--- src/design/great_circle_distance_assert.svh ---
// Assertion macros used by great_circle_distance.sv.
`ifndef GREAT_CIRCLE_DISTANCE_ASSERT_SVH
`define GREAT_CIRCLE_DISTANCE_ASSERT_SVH
`ifndef SYNTHESIS
`define GCD_ASSERT_ALWAYS(label, clk, rst_n, prop, msg) \
    label: assert property (@(posedge clk) disable iff (!rst_n) (prop)) else $error(msg);
`define GCD_ASSERT_IMPLIES(label, clk, rst_n, cond, prop, msg) \
    label: assert property (@(posedge clk) disable iff (!rst_n) (cond) |-> (prop)) \
        else $error(msg);
`define GCD_ASSERT_NEXT(label, clk, rst_n, cond, prop, msg) \
    label: assert property (@(posedge clk) disable iff (!rst_n) (cond) |=> (prop)) \
        else $error(msg);
`else
`define GCD_ASSERT_ALWAYS(label, clk, rst_n, prop, msg)
`define GCD_ASSERT_IMPLIES(label, clk, rst_n, cond, prop, msg)
`define GCD_ASSERT_NEXT(label, clk, rst_n, cond, prop, msg)
`endif
`endif

--- src/design/gcd_pkg.sv ---
`default_nettype none
package gcd_pkg;

    localparam int ANGLE_FRAC_BITS = 16;
    localparam int CORDIC_STAGES = 24;

    localparam int STEP_W = 5;
    localparam int DEG_W = 26;
    localparam int XY_W = 34;
    localparam int PROD_W = 36;
    localparam int ROOT_W = 63;
    localparam int ROOT_STEPS = 32;
    localparam int ROOT_OUT_W = 31;
    localparam int DIST_W = 15;

    // Degrees to binary angle: full angles shift by TURN_SHIFT, half angles by one more.
    localparam int TURN_SHIFT = ANGLE_FRAC_BITS + 8;

    localparam logic [31:0] DEG_TO_TURN = 32'd3054198966;
    localparam logic signed [XY_W-1:0] CORDIC_GAIN = 34'sd652032874;
    localparam logic [ROOT_OUT_W-1:0] ONE_Q30 = 31'h4000_0000;
    localparam logic [ROOT_W-1:0] ROOT_MSB = {1'b1, 62'b0};
    localparam logic [32:0] DIST_SCALE = 33'h1_38BC_58E1;
    localparam logic [15:0] DIST_SCALE_LO = DIST_SCALE[15:0];
    localparam logic [16:0] DIST_SCALE_HI = DIST_SCALE[32:16];
    localparam logic [DIST_W-1:0] DIST_MAX = 15'd20015;

    // Pipeline positions.
    localparam int IDX_ROT0 = 3;
    localparam int IDX_M1 = IDX_ROT0 + CORDIC_STAGES;
    localparam int IDX_A = IDX_M1 + 2;
    localparam int IDX_ROOT0 = IDX_A + 1;
    localparam int IDX_VEC0 = IDX_ROOT0 + ROOT_STEPS;
    localparam int IDX_THETA = IDX_VEC0 + CORDIC_STAGES;
    localparam int NSTAGE = IDX_THETA + 3;

    // atan(2^-i) in units of 2^-32 turn, truncated.
    function automatic logic [31:0] atan_turn(input logic [STEP_W-1:0] i);
        logic [31:0] r;
        unique case (i)
            5'd0: r = 32'h20000000;
            5'd1: r = 32'h12E4051D;
            5'd2: r = 32'h09FB385B;
            5'd3: r = 32'h051111D4;
            5'd4: r = 32'h028B0D43;
            5'd5: r = 32'h0145D7E1;
            5'd6: r = 32'h00A2F61E;
            5'd7: r = 32'h00517C55;
            5'd8: r = 32'h0028BE53;
            5'd9: r = 32'h00145F2E;
            5'd10: r = 32'h000A2F98;
            5'd11: r = 32'h000517CC;
            5'd12: r = 32'h00028BE6;
            5'd13: r = 32'h000145F3;
            5'd14: r = 32'h0000A2F9;
            5'd15: r = 32'h0000517C;
            5'd16: r = 32'h000028BE;
            5'd17: r = 32'h0000145F;
            5'd18: r = 32'h00000A2F;
            5'd19: r = 32'h00000517;
            5'd20: r = 32'h0000028B;
            5'd21: r = 32'h00000145;
            5'd22: r = 32'h000000A2;
            5'd23: r = 32'h00000051;
            5'd24: r = 32'h00000028;
            5'd25: r = 32'h00000014;
            5'd26: r = 32'h0000000A;
            5'd27: r = 32'h00000005;
            5'd28: r = 32'h00000002;
            5'd29: r = 32'h00000001;
            5'd30: r = 32'h00000000;
            5'd31: r = 32'h00000000;
            default: r = 32'h00000000;
        endcase
        return r;
    endfunction

endpackage
`default_nettype wire

--- src/design/gcd_root_cell.sv ---
`default_nettype none
module gcd_root_cell
(
    input  logic                          clk,
    input  logic                          en,
    input  logic [gcd_pkg::STEP_W-1:0]    stage,
    input  logic [gcd_pkg::ROOT_W-1:0]    v_in,
    input  logic [gcd_pkg::ROOT_W-1:0]    r_in,
    output logic [gcd_pkg::ROOT_W-1:0]    v_out,
    output logic [gcd_pkg::ROOT_W-1:0]    r_out
);

    logic [gcd_pkg::ROOT_W-1:0] bitv;
    logic [gcd_pkg::ROOT_W-1:0] trial;
    logic [gcd_pkg::ROOT_W-1:0] v_next;
    logic [gcd_pkg::ROOT_W-1:0] r_next;
    logic [gcd_pkg::ROOT_W-1:0] v_reg;
    logic [gcd_pkg::ROOT_W-1:0] r_reg;

    // The trial bit moves down two places per cell.
    always_comb
    begin
        bitv = gcd_pkg::ROOT_MSB >> {stage, 1'b0};
        trial = r_in + bitv;
        if (v_in >= trial)
        begin
            v_next = v_in - trial;
            r_next = (r_in >> 1) + bitv;
        end
        else
        begin
            v_next = v_in;
            r_next = r_in >> 1;
        end
    end

    always_ff @(posedge clk)
    begin
        if (en)
        begin
            v_reg <= v_next;
            r_reg <= r_next;
        end
    end

    assign v_out = v_reg;
    assign r_out = r_reg;

endmodule
`default_nettype wire

--- config.mk ---
export PLATFORM = sky130hd
export DESIGN_NAME = gcd_root_cell
export DESIGN_NICKNAME = d
export VERILOG_FILES = /design/src/design/great_circle_distance_assert.svh /design/src/design/gcd_pkg.sv /design/src/design/gcd_root_cell.sv
export SDC_FILE = /design/constraint.sdc
export NUM_CORES = 1
export LEC_CHECK = 0
export ABC_AREA = 0
export BUFFER_PORTS_ARGS = -buffer_cell sky130_fd_sc_hd__buf_2
export CORE_ASPECT_RATIO = 2
export CORE_UTILIZATION = 60
export CTS_CLUSTER_DIAMETER = 60
export DETAILED_ROUTE_END_ITERATION = 7
export PLACE_DENSITY = 0.92
export SYNTH_ARGS = -nofsm -noshare
export SYNTH_HDL_FRONTEND = slang
export SYNTH_SLANG_ARGS = --single-unit
--- constraint.sdc ---
create_clock -name clk -period 17.3 [get_ports clk]
set_input_delay 5.19 -clock clk [delete_from_list [all_inputs] [get_ports clk]]
set_output_delay 5.19 -clock clk [all_outputs]
set_load 0.02 [all_outputs]
# Word level (Yosys, flattened, before mapping)
# Index checks and enable logic that the tools add are counted.
# word_totals
register_bits	126
inputBits	133
elab_cells	10
# classes
add_sub_neg	3
magnitude_cmp	1
shift	1
muxes	2
# op_table
operator	n
$add 62x63->63	1
$add 63x63->63	1
$ge 63x63->1	1
$mux 63	1
$shr 63x6->63 const A	1
$sub 63x63->63	1
$mux 62	1

# Logic depth before layout (Yosys ltp)
# depth
ltp_word	4
ltp_mapped	29
mapped_depth_nobuf	25

# Worst setup path before layout
# OpenSTA, ideal clock, no wires.
# synth_path
kind	in2reg
startpoint	in stage[2] (netlist name)
endpoint	reg v_reg, in the netlist v_out[1], data pin
arrival_time_ns	10.512
t_required_ns	17.038
path_slack_ns	6.526
path_stages	24
path_cell_list	nand2_1 clkbuf_1 nor2_1 ha_1 and4_1 o2111a_1 o21ai_1 o31a_1 o41ai_4 a41oi_4 o31a_1 o21bai_1 a21oi_1 xor2_1 ha_1 and3_1 and4_1 clkbuf_1 nand3_1 nor4_1 a211oi_1 o21ai_1 nor2_1 mux2_1
# synth_via
elab_chain_cells	4
elab_cells_between_ends	5
# synth_lines
item	line	source
from (decl)	gcd_root_cell.sv:6	input logic [gcd_pkg::STEP_W-1:0] stage,
$shr 63x6->63 (*)	gcd_root_cell.sv:23	bitv = gcd_pkg::ROOT_MSB >> {stage, 1'b0};
$add 63x63->63 (*)	gcd_root_cell.sv:24	trial = r_in + bitv;
$sub 63x63->63 or $ge 63x63->1 (tied branches)	gcd_root_cell.sv:27, gcd_root_cell.sv:25	
$mux 63 (*)	gcd_root_cell.sv:25	if (v_in >= trial)
net v_next, one bit	gcd_root_cell.sv:15	logic [gcd_pkg::ROOT_W-1:0] v_next;
to (signal assigned)	gcd_root_cell.sv:41	v_reg <= v_next;
to (decl)	gcd_root_cell.sv:17	logic [gcd_pkg::ROOT_W-1:0] v_reg;
# Mark *: on every way through the listed nets, which the timed path passes. The rest lies on a longest branch.
# A chain may end at the register's enable or synchronous reset.

# Worst setup path after layout
# layout_path
startpoint	in stage[2] (netlist name)
endpoint	reg v_reg, in the netlist v_out[10], data pin
# The elaborated chain is that of the path after synthesis.

==> flow_summary_export.csv <==
group,metric,value,unit
route,firstDrtPassIters,7,
route,vias_per_cell,6.85,
timing,min_period,12.27,ns
yosys,syn-num-nets,1896,
cts,clock_sinks,126,
timing,final-hold-violation-count,0,
global_route,grt_pass1_vias,15200,
floorplanning,rows,78,
timing,max_slew_margin,25.1,%
floorplanning,fp.coreArea,22700,um2
timing,setup_violations,0,
yosys,ys_ff_latch,126,
yosys,netlist_instances,1637,
power_and_ir_drop,irDropWorstVdd,0.0753,mV
floorplanning,fp.dieH,218,um
cells_and_area,layout_common_cells,"buf_2, a21oi_1, nand2_1",
worst_setup_path,crit_end,"v_out[10]$_DFFE_PP_",
yosys,yosysWarnings,0,
min_path,holdCritPathClass,"input port to flop",
cts,cts_post_setup_buffers_inserted,0,
worst_setup_path,critPathKind,"input port to flop",
floorplanning,dieArea,23900,um2
placement,port_buffers,258,
yosys,synth-edff-count,126,
min_path,hold_path_depth,2,
worst_setup_path,startpoint,"stage[2]",
timing,fin_crit_sh,70.9,%
floorplanning,die_width,110,um
yosys,syn_area_per_cell,8.52,um2
timing,hold_slack,5.02,ns
power_and_ir_drop,powerDensity,77.8,nW/um2
timing,fin_ws,5.03,ns
timing,worst_pin_slew,1.12,ns
cts,cts-hold-fix-buffers,0,
worst_setup_path,crit_path_end_kind,"flop",
route,wl,54800,um
cells_and_area,layout.nets,2103,
timing,finalMaxSlewViolations,0,
worst_setup_path,slowest_stage,"buf_4",
global_route,grt_pass1_wl,83100,um
route,wl_per_cell,25.6,um
yosys,syn_area,13900,um2
cts,ctsResizeCount,0,
global_route,grt_max_degree,77,
route,route.detailed.drc,2,
yosys,synth_cell_types,74,
cts,clkTransAtPathRegs,0.07,ns
cells_and_area,area_growth,14.0,%
timing,tns,0,ns
floorplanning,initial_core_util,61.3,%
worst_setup_path,cp_max_fo,60,
job,maxCapViolCount,0,
global_route,grt.overflow.total,0,
placement,dp_slack,4.75,ns
placement,placed_area,15300,um2
status,violations,"DRC",
cells_and_area,design_area,15900,um2
worst_setup_path,max_stage_delay,0.69,ns
timing,rsz0062_at_grt,"no",
power_and_ir_drop,power_leakage,6.54,nW
placement,globalplace.congestion,1.04,
cts,clockRootBuffer,"clkbuf_16",
worst_setup_path,arrival,12.46,ns
timing,fmax,0.0815,GHz
cts,h-tree-depth,4,
status,status,"finished, violations left",
worst_setup_path,required,17.50,ns
placement,hpwl,42400,um
cells_and_area,fillers,1875,
route,routed-via-count,14600,
route,antenna_left,0,
route,drt_iter0_drc,1430,
cts,cts_tree,"built",
worst_setup_path,start_kind,"input port",
yosys,yosysSeqAreaShare,27.1,%
global_route,grt_util_all_layers,46.3,%
cts,numCtsBuffers,17,
cells_and_area,layout_commonest_cell,"buf_2",
cells_and_area,drive_gt1_share,18.1,%
yosys,ys.flop_type,"edfxtp_1",
global_route,antenna_found_initial,7,
floorplanning,ioPinCount,259,
yosys,postSynth.asyncResetShare,0,%
cts,cts.path.max_buffers,2,
-- power by group --
part / leakage (nW) / total [mW] / switching, mW / internal, mW
registers: 1.23 / 0.403 / 0.0157 / 0.388
logic: 5.02 / 0.469 / 0.307 / 0.162
clock network: 0.284 / 0.365 / 0.154 / 0.211
-- state kept, by name, indices dropped and copies added (netlist names) --
signal,flops
r_out,63
v_out,63
-- layer usage --
layer	up-vias	part of all wire [%]	routed length, um	GRT usage, %
li1	6579	-	-	-
met1	6774	30	16400	41.6
met2	870	49	27000	79.5
met3	413	8.3	4530	13.4
met4	6	12	6830	44.4
met5	-	0.069	38	0
-- how the worst min path moves through the flow --
stage | startpoint | endpoint | slack [ns]
finish | v_in[32] | v_out[32]$_DFFE_PP_ | 5.02
global route | v_in[58] | v_out[58]$_DFFE_PP_ | 5.03
CTS | v_in[32] | v_out[32]$_DFFE_PP_ | 5.01
detailed placement | v_in[53] | v_out[53]$_DFFE_PP_ | 5.50
global placement | v_in[58] | v_out[58]$_DFFE_PP_ | 5.49
floorplan | en | r_out[0]$_DFFE_PP_ | 5.30
-- metrics by stage --
step	instances	total power, mW	utilization (%)
after floorplan	1637	0.699	-
after global placement	2105	0.850	67.4
after detailed placement	2105	0.857	67.4
after CTS	2137	1.22	69.9
after global routing	2137	1.28	69.9
final	2139	1.24	69.9
-- synthesized netlist by cell type, drive strengths merged (52+ instances only) --
cell    number  area [um2]
a21oi      144         724
a31oi       52         332
clkbuf      56         210
edfxtp     126        3780
ha         125        1560
mux2        56         631
nand2      135         509
nor2       127         477
nor3        55         275
o21ai      110         551
xnor2       99         867
xor2        77         674
-- critical path: cells and delay by family --
family	cells	cell delay, ns
xor gates and xnor gates	1	0.20
and+or+nand+nor	8	2.27
adders and majority gates	2	0.83
muxes	1	0.42
buffers and inverters	3	1.02
AOI/OAI and AO/OA	10	2.41
-- layout make-up --
| class | instances | area, um2 | share of cell area, % |
|---|---|---|---|
| antenna | 2 | 5.00 | 0.0315 |
| clock buffer | 18 | 429 | 2.70 |
| clock inverter | 14 | 145 | 0.913 |
| inverter | 41 | 154 | 0.968 |
| multi-input combinational | 1393 | 9690 | 60.9 |
| sequential | 126 | 3780 | 23.8 |
| tap | 280 | 350 | 2.20 |
| timing repair buffer | 265 | 1350 | 8.47 |
-- logic make-up after synthesis --
family	share of synthesized area, %
flops	27.1
fa+ha+maj	11.5
xor+xnor	11.1
buf+inv	3.51
simple gates	18.2
mux	4.59
compound gates	24.0
(Power assumes the default switching activity.)
